<file path="config.mk">
export PLATFORM = sky130hd
export DESIGN_NAME = hrrl_queue
export DESIGN_NICKNAME = d
export VERILOG_FILES = /design/src/rtl/hrrl_pkg.sv /design/src/rtl/hrrl_queue.sv
export SDC_FILE = /design/constraint.sdc
export NUM_CORES = 1
export LEC_CHECK = 0
export BUFFER_PORTS_ARGS = -buffer_cell sky130_fd_sc_hd__buf_2
export CAP_MARGIN = 30
export CORE_UTILIZATION = 56
export DETAILED_ROUTE_END_ITERATION = 6
export GPL_TIMING_DRIVEN = 0
export PLACE_DENSITY = 0.85
export SLEW_MARGIN = 25
export SYNTH_ARGS = -nofsm -noshare
export SYNTH_HDL_FRONTEND = slang
export SYNTH_SLANG_ARGS = --single-unit
export TNS_END_PERCENT = 100
</file>
<file path="constraint.sdc">
create_clock -name clock -period 8.8 [get_ports clock]
set_input_delay 0.44 -clock clock [delete_from_list [all_inputs] [get_ports clock]]
set_output_delay 0.44 -clock clock [all_outputs]
set_load 0.05 [all_outputs]
</file>
<file path="src/rtl/hrrl_pkg.sv">
`timescale 1ns / 1ps
// shared types and constants of the hash ring replica lookup
// no dependencies

package hrrl_pkg;

   localparam int RING_DEPTH_DEF   = 1024;
   localparam int MAX_NODES_DEF    = 256;
   localparam int MAX_REPLICAS_DEF = 16;

   // fixed field widths
   localparam int POS_W   = 32;
   localparam int NODE_W  = 8;
   localparam int INDEX_W = 10;
   localparam int RSIZE_W = 11;
   localparam int WANT_W  = 5;
   localparam int RANK_W  = 4;
   localparam int BITS_W  = 6;
   localparam int NCNT_W  = 9;
   localparam int STAT_W  = 2;
   localparam int CSR_W   = 2;

   localparam logic [BITS_W-1:0] HASH_BITS_MIN = BITS_W'(16);
   localparam logic [BITS_W-1:0] HASH_BITS_MAX = BITS_W'(32);

   localparam int QUEUE_DEPTH = 2;
   localparam int QUEUE_AW    = 1;
   localparam int QUEUE_CW    = 2;

   localparam logic [CSR_W-1:0] CSR_HASH_BITS    = 2'd0;
   localparam logic [CSR_W-1:0] CSR_RING_ENTRIES = 2'd1;
   localparam logic [CSR_W-1:0] CSR_NODE_COUNT   = 2'd2;

   localparam logic [STAT_W-1:0] STATUS_OK    = 2'd0;
   localparam logic [STAT_W-1:0] STATUS_EMPTY = 2'd1;
   localparam logic [STAT_W-1:0] STATUS_ZERO  = 2'd2;

   localparam logic CMD_LOAD = 1'b0;

   typedef enum logic [1:0] {
      OP_LOAD,
      OP_LOOKUP,
      OP_EMPTY,
      OP_ZERO
   } op_type;

   typedef struct packed {
      op_type               op;
      logic [INDEX_W-1:0]   index;
      logic [POS_W-1:0]     position;
      logic [NODE_W-1:0]    node;
      logic [POS_W-1:0]     hash;
      logic [RSIZE_W-1:0]   rsize;
      logic [WANT_W-1:0]    limit;
   } job_type;

endpackage

</file>
<file path="src/rtl/hrrl_queue.sv">
`timescale 1ns / 1ps
// short job queue between front and back end
// depends on hrrl_pkg

module hrrl_queue (
   input  logic              clock,
   input  logic              reset,
   input  logic              push,
   input  hrrl_pkg::job_type push_job,
   output logic              full,
   input  logic              pop,
   output logic              head_valid,
   output hrrl_pkg::job_type head_job
);

   hrrl_pkg::job_type                  slot_ff [hrrl_pkg::QUEUE_DEPTH];
   logic [hrrl_pkg::QUEUE_AW-1:0]      wr_ptr_ff, wr_ptr_in;
   logic [hrrl_pkg::QUEUE_AW-1:0]      rd_ptr_ff, rd_ptr_in;
   logic [hrrl_pkg::QUEUE_CW-1:0]      count_ff, count_in;

   localparam logic [hrrl_pkg::QUEUE_AW-1:0] LAST_SLOT =
      hrrl_pkg::QUEUE_AW'(hrrl_pkg::QUEUE_DEPTH - 1);

   assign full       = count_ff == hrrl_pkg::QUEUE_CW'(hrrl_pkg::QUEUE_DEPTH);
   assign head_valid = count_ff != '0;
   assign head_job   = slot_ff[rd_ptr_ff];

   always_comb begin
      wr_ptr_in = wr_ptr_ff;
      rd_ptr_in = rd_ptr_ff;
      count_in  = count_ff;
      if (push) begin
         wr_ptr_in = (wr_ptr_ff == LAST_SLOT) ? '0 : wr_ptr_ff + 1'b1;
      end
      if (pop) begin
         rd_ptr_in = (rd_ptr_ff == LAST_SLOT) ? '0 : rd_ptr_ff + 1'b1;
      end
      if (push && !pop) begin
         count_in = count_ff + 1'b1;
      end else if (pop && !push) begin
         count_in = count_ff - 1'b1;
      end
   end

   always_ff @(posedge clock) begin
      if (push) begin
         slot_ff[wr_ptr_ff] <= push_job;
      end
      if (reset) begin
         wr_ptr_ff <= '0;
         rd_ptr_ff <= '0;
         count_ff  <= '0;
      end else begin
         wr_ptr_ff <= wr_ptr_in;
         rd_ptr_ff <= rd_ptr_in;
         count_ff  <= count_in;
      end
   end

endmodule

</file>
Word-level counts from Yosys, hierarchy flattened:

Memories as Yosys holds them, arrays and structs flattened. A register that Yosys moved wholly into a read port is not among the register bits.
Cells that the tools add are included.

* add/subtract/negate cells: 4
* multiplexer cells: 8
* equal/unequal tests: 1
* reductions and logical operators: 6

Operators with widths (number)
* 1-bit two-way mux: 6
* 2-bit two-way mux: 2
* 2-bit nonzero test: 2
* 1-bit adder, second input constant: 2
* 2-bit by 1-bit adder with 2-bit output, second input constant: 1
* 2-bit equality test, second input constant: 1
* 1-bit logical AND: 2
* 1-bit logical NOT: 2
* 2-bit by 1-bit subtractor with 2-bit output, second input constant: 1

* output and inout port bits: 102
* memory bits (writable): 200
* register bits after elaboration: 4
* memories kept: 1

Memory list
* slot_ff: depth 2, bits a word 100, read ports 1, clocked after memory_dff 1, wr ports 1, line hrrl_queue.sv:16 `hrrl_pkg::job_type slot_ff [hrrl_pkg::QUEUE_DEPTH];`

Logic depth before layout (Yosys ltp):

* depth after elaboration: 4
* depth in mapped cells: 5
* gate-level depth less buffers: 5

Worst setup path after synthesis:

Ideal clock, no wire load.

* path type: in2reg
* from: input port push
* to: memory slot_ff[0][0] (netlist bit) (enable)
* required time: 8.228 ns
* buffers on the path: 0
* cell stages on the path: 1
* arrival: 4.792 ns
* path slack: 3.436 ns
* setup time: 0.572 ns
* cell sequence: nor2b_1

* longest elaborated chain between the ends: 2

Ends and longest elaborated chain
* start: declaration: line hrrl_queue.sv:8 `input logic push,`
* 1-bit two-way mux: line hrrl_queue.sv:46 `if (push) begin`
* 1-bit two-way mux (implied by the code): line hrrl_queue.sv:47 `slot_ff[wr_ptr_ff] <= push_job;`
* end: declaration: line hrrl_queue.sv:16

Every way passes these cells.

==> summary.md <==
| Metric | Value |
|---|---|
| First-pass GRT wire length | 21.1 mm |
| P per Cell Area | 256 nW/um2 |
| CTS Root Buffer Type | clkbuf_16 |
| Post-Route WL | 13.8 mm |
| Clock latency at the later pin of the worst-skew pair | 0.48 ns |
| Seq/Total Area, Yosys | 81.8% |
| Post-CTS setup repair buffer count | 0 |
| H-tree level count | 1 |
| Synth warn | 0 |
| Crit path cell chain | buf_4 -> buf_6 -> mux2_2 -> buf_2 |
| CP Class | reg2out |
| Sw frac | 25.9% |
| Maximum clock insertion buffer count | 3 |
| Final Max Tran Viols | 0 |
| Final core occ | 74.1% |
| Sum of buffers and inverters on the critical path | 3 |
| Post-cts resize count | 0 |
| TritonRoute pass-1 iters | 4 |
| CP arrival | 1.80 ns |
| Layout area overhead | 27.4% |
| Final setup viols | 0 |
| CP Max Fanout | 10 |
| Minimum clock period | 2.24 ns |
| Critical path startpoint category | flop |
| Setup TNS | 0 ns |
| RSZ-0062 raised after global routing | false |
| Worst IR Drop VDD | 0.205 mV |
| Outcome | finished clean |
| Syn avg cell area | 22.4 um2 |
| P_sw | 0.630 mW |
| Internal power | 1.80 mW |
| Final Net Count | 670 |
| Rows | 41 |
| Tcrit/Tclk final | 25.4% |
| Slowest cell on the critical path | mux2_2 |
| CP Capture Type | output pin |
| 1st-iter DRT viols | 211 |
| Max Clock Skew | 0.00882 ns |
| DR WL/cell | 18.4 um |
| Slew headroom | 53.9% |
| Clock power share | 35.6% |
| Top Ports | 206 |
| Seq pwr share | 47.5% |
| Layout cells sized above 1 | 60.9% |
| Via Count | 3857 |
| Routability cong. | 0.741 |
| Post-synthesis register bit count | 205 |
| Cts hold-fix bufs | 0 |
| Full die area | 13800 um2 |
| Synth Cell Area | 7460 um2 |
| Worst-path clk slew | 0.06 ns |
| Cells after synthesis | 333 |
| Antenna Nets Post-Route | 0 |
| CP peak stage delay | 0.35 ns |
| Total track usage | 19.7% |
| DRC viols | 0 |
| Hpwl dp | 8.90 mm |
| Combinational share of power | 16.9% |
| DP Area | 8840 um2 |
| Data required time of the worst path | 8.36 ns |
| Largest net degree at the start of global routing | 54 |
| Antenna violations before repair | 0 |
| CTS buffer count | 20 |
| Die width | 117 um |
| Distinct cells, synth | 17 |
| Max Fclk | 0.447 GHz |
| HP Class | in2reg |
| Hold Slack | 0.151 ns |
| # port buffers | 205 |
| CORE AREA | 12800 um2 |
| # diodes | 0 |
| Max Cap Violations | 0 |
| Final Hold Fails | 0 |
| Avg Vias per Cell | 5.16 |
| GR Overflow Total | 0 |
| Die Height | 117 um |
| Cell family with most CP delay | buffers and inverters |
| Worst slew pin tran | 0.691 ns |
| Fillers | 775 |
| Syn Nets | 438 |
| LEAKAGE | 3.61 nW |
| Vias in the first global route | 4136 |
| Initial Util | 58.2% |
| Design Area, Final | 9510 um2 |
| CTS tree | built |
| CTS Sinks | 205 |
## cells by family (layout without fill, tap and decap cells)
logic type	count (synthesis)	after routing	synth area share, %
buffers and inverters	12	255	1.66
and+or+nand+nor	9	9	0.654
xor gates and xnor gates	4	4	0.470
AOI/OAI and AO/OA	2	2	0.134
DFF	205	205	81.8
adders and majority gates	1	1	0.168
muxes	100	100	15.1
## flip-flops by register name (all words and copies together) (netlist names), named ones only
| register | count |
|---|---|
| rd_ptr_ff | 1 |
| count_ff | 2 |
| slot_ff | 200 |
| wr_ptr_ff | 1 |
## Yosys cell counts
| master | number | area share [%] |
|---|---|---|
| a21oi_1 | 1 | 0.067 |
| and2_1 | 1 | 0.084 |
| ha_1 | 1 | 0.17 |
| xor2_1 | 2 | 0.23 |
| inv_1 | 1 | 0.050 |
| o21ai_0 | 1 | 0.067 |
| edfxtp_1 | 200 | 80 |
| mux2_2 | 100 | 15 |
| or3_1 | 1 | 0.084 |
| nor2_1 | 4 | 0.20 |
| dfxtp_1 | 5 | 1.3 |
| and2b_2 | 1 | 0.12 |
| or2_2 | 1 | 0.084 |
| nor2b_1 | 1 | 0.084 |
| buf_6 | 10 | 1.5 |
| xnor2_1 | 2 | 0.23 |
| buf_4 | 1 | 0.10 |
## worst reg2reg max path: cells and delay by family, from the launching register on
family	cells	cell delay, ns
simple gates	1	0.63
flops	1	0.42
buf+inv	1	0.33
## cell usage in the layout (no fill, tap or decap), types with 2 or more instances in the layout
cell type	synthesis	routed
edfxtp_1	200	200
mux2_2	100	100
xnor2_1	2	2
bufinv_16	0	3
buf_16	0	3
xor2_1	2	2
clkinv_1	0	2
clkbuf_16	0	21
buf_2	0	205
buf_6	10	10
dfxtp_1	5	5
clkbuf_1	0	5
clkbuf_8	0	2
buf_12	0	2
nor2_1	4	4
## worst paths after layout
path | startpoint | slack [ns] | end | cells after the start
max reg2reg | wr_ptr_ff | 7.01 | slot_ff[1][75] | 2
max | flop | 6.56 | head_job[61] | 4
min reg2reg | count_ff[1] | 0.52 | count_ff[1] | 2
min | push_job[55] | 0.15 | slot_ff[1][55] | 1
## layer usage
| layer | part of all wire (%) | up-vias | GRT usage (%) |
|---|---|---|---|
| li1 | - | 1780 | - |
| met1 | 38 | 1871 | 22.8 |
| met2 | 51 | 168 | 35.0 |
| met3 | 7.9 | 38 | 5.59 |
| met4 | 3.0 | 0 | 6.57 |
| met5 | 0 | - | 0 |
## area by class of cell
cell class | instances | area [um2] | area share, %
flip-flops and latches | 205 | 6110 | 64.2
multi-input cells | 116 | 1240 | 13.1
repair buffers | 210 | 1150 | 12.1
clock buffers | 28 | 572 | 6.02
well taps | 172 | 215 | 2.26
plain buffers | 11 | 120 | 1.26
clock inverters | 5 | 97.6 | 1.03
inverters | 1 | 3.75 | 0.0395
## power by group through the flow
stage          logic (mW)  registers (mW)  clock network [mW]
6_report            0.411            1.15               0.865
5_1_grt             0.429            1.16               0.910
4_1_cts             0.415            1.15               0.878
3_5_place_dp        0.411            1.17                   0
3_3_place_gp        0.392            1.18                   0
2_1_floorplan       0.302            1.18                   0
## metrics by stage
stage | total power, mW | std cells | setup WS (ns)
after CTS | 2.45 | 748 | 6.54
after global placement | 1.57 | 710 | 1.23
after floorplan | 1.48 | 333 | 3.44
after global routing | 2.50 | 748 | 6.51
after detailed placement | 1.58 | 715 | 6.90
final | 2.43 | 748 | 6.56
(Power assumes the default switching activity.)
