`src/rtl/hrrl_pkg.sv`:
```
`timescale 1ns / 1ps
// shared types and constants of the hash ring replica lookup
// no dependencies

package hrrl_pkg;

   localparam int RING_DEPTH_DEF   = 1024;
   localparam int MAX_NODES_DEF    = 256;
   localparam int MAX_REPLICAS_DEF = 16;

   // fixed field widths
   localparam int POS_W   = 32;
   localparam int NODE_W  = 8;
   localparam int INDEX_W = 10;
   localparam int RSIZE_W = 11;
   localparam int WANT_W  = 5;
   localparam int RANK_W  = 4;
   localparam int BITS_W  = 6;
   localparam int NCNT_W  = 9;
   localparam int STAT_W  = 2;
   localparam int CSR_W   = 2;

   localparam logic [BITS_W-1:0] HASH_BITS_MIN = BITS_W'(16);
   localparam logic [BITS_W-1:0] HASH_BITS_MAX = BITS_W'(32);

   localparam int QUEUE_DEPTH = 2;
   localparam int QUEUE_AW    = 1;
   localparam int QUEUE_CW    = 2;

   localparam logic [CSR_W-1:0] CSR_HASH_BITS    = 2'd0;
   localparam logic [CSR_W-1:0] CSR_RING_ENTRIES = 2'd1;
   localparam logic [CSR_W-1:0] CSR_NODE_COUNT   = 2'd2;

   localparam logic [STAT_W-1:0] STATUS_OK    = 2'd0;
   localparam logic [STAT_W-1:0] STATUS_EMPTY = 2'd1;
   localparam logic [STAT_W-1:0] STATUS_ZERO  = 2'd2;

   localparam logic CMD_LOAD = 1'b0;

   typedef enum logic [1:0] {
      OP_LOAD,
      OP_LOOKUP,
      OP_EMPTY,
      OP_ZERO
   } op_type;

   typedef struct packed {
      op_type               op;
      logic [INDEX_W-1:0]   index;
      logic [POS_W-1:0]     position;
      logic [NODE_W-1:0]    node;
      logic [POS_W-1:0]     hash;
      logic [RSIZE_W-1:0]   rsize;
      logic [WANT_W-1:0]    limit;
   } job_type;

endpackage

```
`src/rtl/hrrl_ifs.sv`:
```
`timescale 1ns / 1ps
// channel interfaces of the hash ring replica lookup
// depends on hrrl_pkg

interface hrrl_req_if;
   logic                          valid;
   logic                          ready;
   logic                          cmd;
   logic [hrrl_pkg::INDEX_W-1:0]  entry_index;
   logic [hrrl_pkg::POS_W-1:0]    entry_position;
   logic [hrrl_pkg::NODE_W-1:0]   entry_node;
   logic [hrrl_pkg::POS_W-1:0]    key_hash;
   logic [hrrl_pkg::WANT_W-1:0]   want_count;
   modport source (output valid, cmd, entry_index, entry_position, entry_node, key_hash,
                   want_count, input ready);
   modport sink (input valid, cmd, entry_index, entry_position, entry_node, key_hash,
                 want_count, output ready);
endinterface


interface hrrl_csr_if;
   logic                          valid;
   logic                          ready;
   logic [hrrl_pkg::CSR_W-1:0]    index;
   logic [31:0]                   data;
   modport source (output valid, index, data, input ready);
   modport sink (input valid, index, data, output ready);
endinterface

```
`src/rtl/hrrl_front.sv`:
```
`timescale 1ns / 1ps
// front end: configuration registers, input handshake and item classification
// depends on hrrl_pkg and hrrl_ifs

module hrrl_front #(
   parameter int RING_DEPTH   = hrrl_pkg::RING_DEPTH_DEF,
   parameter int MAX_NODES    = hrrl_pkg::MAX_NODES_DEF,
   parameter int MAX_REPLICAS = hrrl_pkg::MAX_REPLICAS_DEF
) (
   input  logic              clock,
   input  logic              reset,
   hrrl_req_if.sink          req_ch,
   hrrl_csr_if.sink          csr_ch,
   input  logic              q_full,
   output logic              q_push,
   output hrrl_pkg::job_type q_job
);

   logic [hrrl_pkg::BITS_W-1:0]  hash_bits_ff, hash_bits_in;
   logic [hrrl_pkg::RSIZE_W-1:0] ring_entries_ff, ring_entries_in;
   logic [hrrl_pkg::NCNT_W-1:0]  node_count_ff, node_count_in;

   logic [hrrl_pkg::BITS_W-1:0]  bits_c;
   logic [hrrl_pkg::POS_W-1:0]   mask;
   logic [hrrl_pkg::RSIZE_W-1:0] rsize;
   int                           want_c;
   int                           nodes_c;

   assign csr_ch.ready = 1'b1;
   assign req_ch.ready = !q_full;

   always_comb begin
      hash_bits_in    = hash_bits_ff;
      ring_entries_in = ring_entries_ff;
      node_count_in   = node_count_ff;
      if (csr_ch.valid) begin
         if (csr_ch.index == hrrl_pkg::CSR_HASH_BITS) begin
            hash_bits_in = csr_ch.data[hrrl_pkg::BITS_W-1:0];
         end else if (csr_ch.index == hrrl_pkg::CSR_RING_ENTRIES) begin
            ring_entries_in = csr_ch.data[hrrl_pkg::RSIZE_W-1:0];
         end else if (csr_ch.index == hrrl_pkg::CSR_NODE_COUNT) begin
            node_count_in = csr_ch.data[hrrl_pkg::NCNT_W-1:0];
         end
      end
   end

   always_ff @(posedge clock) begin
      if (reset) begin
         hash_bits_ff    <= hrrl_pkg::HASH_BITS_MAX;
         ring_entries_ff <= hrrl_pkg::RSIZE_W'(1);
         node_count_ff   <= '0;
      end else begin
         hash_bits_ff    <= hash_bits_in;
         ring_entries_ff <= ring_entries_in;
         node_count_ff   <= node_count_in;
      end
   end

   always_comb begin
      if (hash_bits_ff < hrrl_pkg::HASH_BITS_MIN) begin
         bits_c = hrrl_pkg::HASH_BITS_MIN;
      end else if (hash_bits_ff > hrrl_pkg::HASH_BITS_MAX) begin
         bits_c = hrrl_pkg::HASH_BITS_MAX;
      end else begin
         bits_c = hash_bits_ff;
      end
      if (bits_c >= hrrl_pkg::HASH_BITS_MAX) begin
         mask = '1;
      end else begin
         mask = (hrrl_pkg::POS_W'(1) << bits_c) - hrrl_pkg::POS_W'(1);
      end

      if (32'(ring_entries_ff) > RING_DEPTH) begin
         rsize = hrrl_pkg::RSIZE_W'(RING_DEPTH);
      end else begin
         rsize = ring_entries_ff;
      end
      want_c  = (32'(req_ch.want_count) > MAX_REPLICAS) ? MAX_REPLICAS
                                                        : 32'(req_ch.want_count);
      nodes_c = (32'(node_count_ff) > MAX_NODES) ? MAX_NODES : 32'(node_count_ff);

      q_job.index    = req_ch.entry_index;
      q_job.position = req_ch.entry_position;
      q_job.node     = req_ch.entry_node;
      q_job.hash     = req_ch.key_hash & mask;
      q_job.rsize    = rsize;
      q_job.limit    = hrrl_pkg::WANT_W'((want_c < nodes_c) ? want_c : nodes_c);

      priority if (req_ch.cmd == hrrl_pkg::CMD_LOAD) begin
         q_job.op = hrrl_pkg::OP_LOAD;
      end else if (nodes_c == 0 || rsize == '0) begin
         q_job.op = hrrl_pkg::OP_EMPTY;
      end else if (want_c == 0) begin
         q_job.op = hrrl_pkg::OP_ZERO;
      end else begin
         q_job.op = hrrl_pkg::OP_LOOKUP;
      end

      // loads beyond the ring are dropped here
      q_push = req_ch.valid && !q_full &&
               (req_ch.cmd != hrrl_pkg::CMD_LOAD || 32'(req_ch.entry_index) < RING_DEPTH);
   end

endmodule

```
`src/flat_wrapper.sv`:
```
// flat-port wrapper written by rule: the top's interface ports become plain ports
module hrrl_front_flat 
#(
   parameter int RING_DEPTH   = hrrl_pkg::RING_DEPTH_DEF,
   parameter int MAX_NODES    = hrrl_pkg::MAX_NODES_DEF,
   parameter int MAX_REPLICAS = hrrl_pkg::MAX_REPLICAS_DEF
)
  (clock, reset, q_full, q_push, q_job, req_ch_valid, req_ch_cmd, req_ch_entry_index, req_ch_entry_position, req_ch_entry_node, req_ch_key_hash, req_ch_want_count, req_ch_ready, csr_ch_valid, csr_ch_index, csr_ch_data, csr_ch_ready);
  hrrl_req_if req_ch_i ();
  hrrl_csr_if csr_ch_i ();
  input  logic clock;
  input  logic reset;
  input  logic q_full;
  output logic q_push;
  output hrrl_pkg::job_type q_job;
  input wire logic [$bits(req_ch_i.valid)-1:0] req_ch_valid;
  input wire logic [$bits(req_ch_i.cmd)-1:0] req_ch_cmd;
  input wire logic [$bits(req_ch_i.entry_index)-1:0] req_ch_entry_index;
  input wire logic [$bits(req_ch_i.entry_position)-1:0] req_ch_entry_position;
  input wire logic [$bits(req_ch_i.entry_node)-1:0] req_ch_entry_node;
  input wire logic [$bits(req_ch_i.key_hash)-1:0] req_ch_key_hash;
  input wire logic [$bits(req_ch_i.want_count)-1:0] req_ch_want_count;
  output wire logic [$bits(req_ch_i.ready)-1:0] req_ch_ready;
  input wire logic [$bits(csr_ch_i.valid)-1:0] csr_ch_valid;
  input wire logic [$bits(csr_ch_i.index)-1:0] csr_ch_index;
  input wire logic [$bits(csr_ch_i.data)-1:0] csr_ch_data;
  output wire logic [$bits(csr_ch_i.ready)-1:0] csr_ch_ready;
  assign req_ch_i.valid = req_ch_valid;
  assign req_ch_i.cmd = req_ch_cmd;
  assign req_ch_i.entry_index = req_ch_entry_index;
  assign req_ch_i.entry_position = req_ch_entry_position;
  assign req_ch_i.entry_node = req_ch_entry_node;
  assign req_ch_i.key_hash = req_ch_key_hash;
  assign req_ch_i.want_count = req_ch_want_count;
  assign req_ch_ready = req_ch_i.ready;
  assign csr_ch_i.valid = csr_ch_valid;
  assign csr_ch_i.index = csr_ch_index;
  assign csr_ch_i.data = csr_ch_data;
  assign csr_ch_ready = csr_ch_i.ready;
  hrrl_front #(.RING_DEPTH(RING_DEPTH), .MAX_NODES(MAX_NODES), .MAX_REPLICAS(MAX_REPLICAS)) u_core (.clock(clock), .reset(reset), .req_ch(req_ch_i), .csr_ch(csr_ch_i), .q_full(q_full), .q_push(q_push), .q_job(q_job));
endmodule
```
`config.mk`:
```
export PLATFORM = sky130hd
export DESIGN_NAME = hrrl_front_flat
export DESIGN_NICKNAME = d
export VERILOG_FILES = /design/src/rtl/hrrl_pkg.sv /design/src/rtl/hrrl_ifs.sv /design/src/rtl/hrrl_front.sv /design/src/flat_wrapper.sv
export SDC_FILE = /design/constraint.sdc
export NUM_CORES = 1
export LEC_CHECK = 0
export BUFFER_PORTS_ARGS = -buffer_cell sky130_fd_sc_hd__buf_2
export CORE_AREA = 2 2 89 91
export CTS_BUF_LIST = sky130_fd_sc_hd__clkbuf_4 sky130_fd_sc_hd__clkbuf_8
export DETAILED_ROUTE_END_ITERATION = 6
export DIE_AREA = 0 0 91 93
export PLACE_DENSITY = 0.68
export SLEW_MARGIN = 20
export SYNTH_ARGS = -nofsm -noshare
export SYNTH_HDL_FRONTEND = slang
export SYNTH_SLANG_ARGS = --single-unit
```
`constraint.sdc`:
```
create_clock -name clock -period 3.53 [get_ports clock]
set_input_delay 0.353 -clock clock [delete_from_list [all_inputs] [get_ports clock]]
set_output_delay 0.353 -clock clock [all_outputs]
set_load 0.05 [all_outputs]
```
After elaboration in Yosys (flattened, before gate mapping):

Cells that the tools add are included.

* memories: 0
* memory bits (read-only): 0
* latch bits: 0
* bits of input ports: 127
* register bits after elaboration: 26
* memory bits (writable): 0
* output and inout bits: 103

* bitwise logic cells: 3
* shift operators: 1
* reduce and logical (&&, ||, !) cells: 10
* div/mod/pow operators: 0
* eq/ne operators: 2
* $lt $le $gt $ge: 7
* add/subtract/negate cells: 1
* mux-type cells: 10
* multiply operators: 0

Operator list (count)
* 32-bit zero test: 2
* 32-bit AND: 1
* 32-bit two-way mux: 1
* 1-bit by 6-bit << shifter with 32-bit output, first input constant: 1
* 32-bit by 2-bit subtractor with 32-bit output, second input constant: 1
* 6-bit two-way mux: 2
* 11-bit greater-than comparator, second input constant: 1
* 11-bit zero test: 1
* 11-bit two-way mux: 1
* 5-bit two-way mux: 2
* 9-bit greater-than comparator, second input constant: 1
* 5-bit by 9-bit < comparator with 1-bit output: 1
* 9-bit two-way mux: 1
* 6-bit >= comparator, second input constant: 1
* 6-bit greater-than comparator, second input constant: 1
* 6-bit by 5-bit < comparator with 1-bit output, second input constant: 1
* 2-bit two-way mux: 3
* 5-bit greater-than comparator, second input constant: 1
* 4-bit AND reduction: 1
* 3-bit AND reduction: 1
* 2-bit by 1-bit equality test with 1-bit output, second input constant: 1
* 2-bit equality test, second input constant: 1
* 2-bit zero test: 1
* 1-bit inverter: 2
* other kinds (4): 4

Longest topological paths before layout:

* depth after elaboration: 7
* gate-level depth with buffers: 8
* gate-level depth less buffers: 8

Least setup slack after synthesis:

OpenSTA, ideal clock, no wires.

* path kind: input port to output port
* start point: in req_ch_want_count[4]
* end point: out q_job[0] (netlist name)
* stages on the path: 8
* arrival: 2.187 ns
* setup slack: 0.990 ns
* data required time: 3.177 ns
* path through: inv_1 -> nand2_1 -> inv_1 -> ha_1 -> o21ai_0 -> a31oi_1 -> o21ai_2 -> mux2i_1

RTL lines
* start, declared: RTL line flat_wrapper.sv:22 `input wire logic [$bits(req_ch_i.want_count)-1:0] req_ch_want_count;`
* end, declared: RTL line flat_wrapper.sv:15 `output hrrl_pkg::job_type q_job;`

==> impl_metrics.env <==
export IMPL_timing_hold_violations_final=0
export IMPL_cts_resized=0
export IMPL_crit_path_start="u_core.node_count_ff[8]$_SDFFE_PP0P_"
export IMPL_vdd_ir_drop_max_uv=131
export IMPL_worst_hold_path_num_cells=3
export IMPL_route_detailed_drc=0
export IMPL_cp_data_arrival_time_ns=2.21
export IMPL_gpl_final_weighted_congestion=0.785
export IMPL_drt_wirelength_per_cell_um=12.6
export IMPL_rows=32
export IMPL_post_route_antenna_net_violation_count=0
export IMPL_final_layout_size_suffix_gt1_share_pct=32.2
export IMPL_fin_worst_skew_ns=0
export IMPL_port_buffers=91
export IMPL_syn_to_final_growth_pct=7.10
export IMPL_clock_power_share_pct=20.8
export IMPL_worstHoldPathType="in -> reg"
export IMPL_drt_vias_per_instance=4.56
export IMPL_initial_antenna_violation_count=0
export IMPL_timing_critical_path_fanout_max=6
export IMPL_synth_warnings=0
export IMPL_final_max_slew_viol_count=0
export IMPL_relSlewSlack_pct=46.6
export IMPL_sequential_cell_area_um2=520
export IMPL_ys_types=37
export IMPL_cts_tree="done"
export IMPL_synth_yosys_seq_area_share_pct=24.6
export IMPL_top_level_ports=230
export IMPL_worstSetupStartpointType="flip-flop"
export IMPL_die_w_um=91
export IMPL_tritoncts_num_sinks=26
export IMPL_post_cts_buffers=0
export IMPL_multi_input_area_mm2=0.00109
export IMPL_fin_total_pwr_uw=761
export IMPL_cts_path_max_buffers=2
export IMPL_cts_htree_levels=1
export IMPL_endpoint="q_job[3]"
export IMPL_timing_worst_setup_path_type="reg -> out"
export IMPL_switchingPower_uw=294
export IMPL_unrepaired_setup_endpoints_after_global_routing="false"
export IMPL_p_seq_share_pct=41.8
export IMPL_power_switching_fraction_pct=38.7
export IMPL_cts_hold_fix_buffers=0
export IMPL_clock_buffer_count_from_cts=3
export IMPL_ys_seq_elements=26
export IMPL_cts_reportedPaths_clkPinSlew_ns=0.08
export IMPL_syn_area_mm2=0.00211
export IMPL_final_setup_violating_endpoints=0
export IMPL_design_final_nets=441
export IMPL_filler_cell_count=861
export IMPL_internal_power_uw=467
export IMPL_worst_setup_path_end_kind="output port"
export IMPL_gr_usage_all_layers_pct=11.5
export IMPL_combinationalPowerShare_pct=37.5
export IMPL_die_height_um=93
export IMPL_drt_pass1_iter_count=4
export IMPL_rr_endpoint="u_core.hash_bits_ff[5]$_SDFFE_PP1P_"
export IMPL_power_per_cell_area_mw_per_mm2=336
export IMPL_timing_reg2reg_worst_path_depth=3
export IMPL_timing_final_crit_share_pct=72.5
export IMPL_dr_total_vias=1866
export IMPL_pin_count_of_the_biggest_net_entering_global_routing=27
export IMPL_total_congestion_overflow_after_global_routing=0
export IMPL_antennaDiodeCount=0
export IMPL_max_cap_viol_count=0
export IMPL_finalWorstPathRequiredPeriod_ns=2.56
export IMPL_setup_tns_final_ns=0
export IMPL_avgSynthCellArea_um2=7.39
export IMPL_grt_pass1_vias=1762
export IMPL_cp_data_required_time_ns=3.18
export IMPL_p_leak_uw=0.00113
export IMPL_fp_coreArea_mm2=0.00753
export IMPL_initial_utilization_pct=28.1
export IMPL_layout_core_utilization_pct=30.1
export IMPL_worst_skew_pair_late_latency_ns=0.26
export IMPL_grt_pass1_wl_mm=8.07
export IMPL_rr_startpoint="u_core.hash_bits_ff[5]$_SDFFE_PP1P_"
export IMPL_status="complete, no violations"
export IMPL_post_dp_hpwl_mm=4.08
export IMPL_die_area_mm2=0.00846
export IMPL_setup_slack_of_the_worst_register_to_register_path_ns=2.32
export IMPL_achievable_clock_frequency_mhz=391
export IMPL_netlist_instances=286
export IMPL_worstMarginPinSlew_ns=0.797
export IMPL_drt_initial_drc_count=85
export IMPL_cts_root_buf="sky130_fd_sc_hd__clkbuf_8"
export IMPL_wirelength_mm=5.14
==> placed cells by master (no fill, tap or decap), types with 3 or more instances in the layout <==
| cell | synthesis | layout |
|---|---|---|
| sky130_fd_sc_hd__nor2b_1 | 20 | 20 |
| sky130_fd_sc_hd__a21oi_1 | 18 | 18 |
| sky130_fd_sc_hd__mux2i_1 | 19 | 19 |
| sky130_fd_sc_hd__a21boi_0 | 9 | 9 |
| sky130_fd_sc_hd__nor4_1 | 4 | 4 |
| sky130_fd_sc_hd__dfxtp_1 | 26 | 26 |
| sky130_fd_sc_hd__o21ai_0 | 10 | 10 |
| sky130_fd_sc_hd__conb_1 | 1 | 3 |
| sky130_fd_sc_hd__nand2_1 | 35 | 35 |
| sky130_fd_sc_hd__buf_2 | 1 | 91 |
| sky130_fd_sc_hd__clkbuf_8 | 0 | 3 |
| sky130_fd_sc_hd__nor2_1 | 18 | 18 |
| sky130_fd_sc_hd__nand2b_1 | 6 | 6 |
| sky130_fd_sc_hd__inv_1 | 8 | 8 |
| sky130_fd_sc_hd__or2_2 | 3 | 3 |
| sky130_fd_sc_hd__ha_1 | 5 | 5 |
| sky130_fd_sc_hd__and2_1 | 3 | 3 |
==> cell type report <==
cell class | instances | area share (%)
multi-input combinational | 179 | 48.1
sequential | 26 | 23.0
timing repair buffer | 91 | 20.1
tap | 102 | 5.64
clock buffer | 3 | 1.82
inverter | 8 | 1.33
==> power groups by stage <==
stage | registers (uW) | logic [uW] | clock network [uW]
3_5_place_dp | 325 | 286 | 0
6_report | 318 | 285 | 158
4_1_cts | 318 | 287 | 163
2_1_floorplan | 315 | 394 | 0
5_1_grt | 320 | 307 | 178
3_3_place_gp | 324 | 284 | 0
==> Yosys cell counts, drive strengths merged <==
| library cell | instances | area share [%] |
|---|---|---|
| nand3 | 2 | 0.47 |
| a211o | 1 | 0.41 |
| nor2 | 18 | 3.2 |
| a21oi | 18 | 4.3 |
| a21o | 1 | 0.36 |
| nand4 | 1 | 0.30 |
| o32a | 1 | 0.47 |
| clkbuf | 22 | 3.9 |
| nand2b | 6 | 1.8 |
| o31ai | 2 | 0.71 |
| nor3 | 2 | 0.47 |
| a31oi | 1 | 0.30 |
| or4 | 2 | 0.71 |
| or2 | 3 | 0.89 |
| nand3b | 2 | 0.71 |
| o21ai | 11 | 2.8 |
| a22oi | 2 | 0.71 |
| and2 | 4 | 1.2 |
| a21boi | 10 | 3.6 |
| o211ai | 1 | 0.36 |
| inv | 8 | 1.4 |
| buf | 53 | 19 |
| ha | 5 | 3.0 |
| o21a | 2 | 0.71 |
| nor4 | 4 | 1.2 |
| mux2i | 19 | 9.0 |
| nand2 | 35 | 6.2 |
| nor2b | 20 | 5.9 |
| conb | 1 | 0.18 |
| xnor2 | 2 | 0.83 |
| dfxtp | 26 | 25 |
| nor3b | 1 | 0.59 |
==> state kept, by name, indices dropped and copies added (netlist names) <==
| register | flops |
|---|---|
| u_core.hash_bits_ff | 6 |
| u_core.node_count_ff | 9 |
| u_core.ring_entries_ff | 11 |
==> worst max-delay path: stages, from the launching register on <==
cell	delay, ns
sky130_fd_sc_hd__dfxtp_1	0.35
sky130_fd_sc_hd__nand2b_1	0.17
sky130_fd_sc_hd__ha_1	0.29
sky130_fd_sc_hd__a21oi_1	0.18
sky130_fd_sc_hd__nand2b_1	0.09
sky130_fd_sc_hd__o21ai_2	0.31
sky130_fd_sc_hd__mux2i_1	0.26
sky130_fd_sc_hd__buf_2	0.29
==> per-layer routing <==
metal | wire length, um | global-route usage [%] | vias up
li1 | - | - | 926
met1 | 2060 | 13.4 | 830
met2 | 2510 | 20.3 | 86
met3 | 403 | 1.85 | 24
met4 | 163 | 6.06 | 0
met5 | 0 | 0 | -
==> kinds of logic (layout without fill, tap and decap cells) <==
family / Yosys count / in the layout / synth area share [%]
buffers and inverters: 83 / 102 / 24.2
adder cells (fa/ha/maj): 5 / 5 / 2.96
multiplexers: 19 / 19 / 8.99
AND/OR/NAND/NOR: 100 / 100 / 23.6
other: 1 / 3 / 0.177
flip-flops: 26 / 26 / 24.6
AO/OA/AOI/OAI: 50 / 50 / 14.6
XOR/XNOR: 2 / 2 / 0.829
==> how the worst min path moves through the flow <==
stage | startpoint | to
floorplan | u_core.ring_entries_ff[4]$_SDFFE_PP0P_ | u_core.ring_entries_ff[4]$_SDFFE_PP0P_
global placement | u_core.ring_entries_ff[9]$_SDFFE_PP0P_ | u_core.ring_entries_ff[9]$_SDFFE_PP0P_
detailed placement | u_core.ring_entries_ff[2]$_SDFFE_PP0P_ | u_core.ring_entries_ff[2]$_SDFFE_PP0P_
CTS | csr_ch_data[9] | u_core.ring_entries_ff[9]$_SDFFE_PP0P_
global route | csr_ch_data[7] | u_core.ring_entries_ff[7]$_SDFFE_PP0P_
finish | csr_ch_data[9] | u_core.ring_entries_ff[9]$_SDFFE_PP0P_
==> through the flow <==
| step | std cells | hold slack [ns] | instance area, um2 | setup WS [ns] |
|---|---|---|---|---|
| CTS | 409 | 0.324 | 2260 | 0.927 |
| finish | 409 | 0.321 | 2260 | 0.971 |
| global route | 409 | 0.340 | 2260 | 0.765 |
| global placement | 406 | 0.458 | 2220 | 1.12 |
| floorplan | 288 | 0.444 | 2120 | 0.990 |
| detailed placement | 406 | 0.466 | 2220 | 1.11 |
No activity file was read; power rests on OpenSTA's default activity.
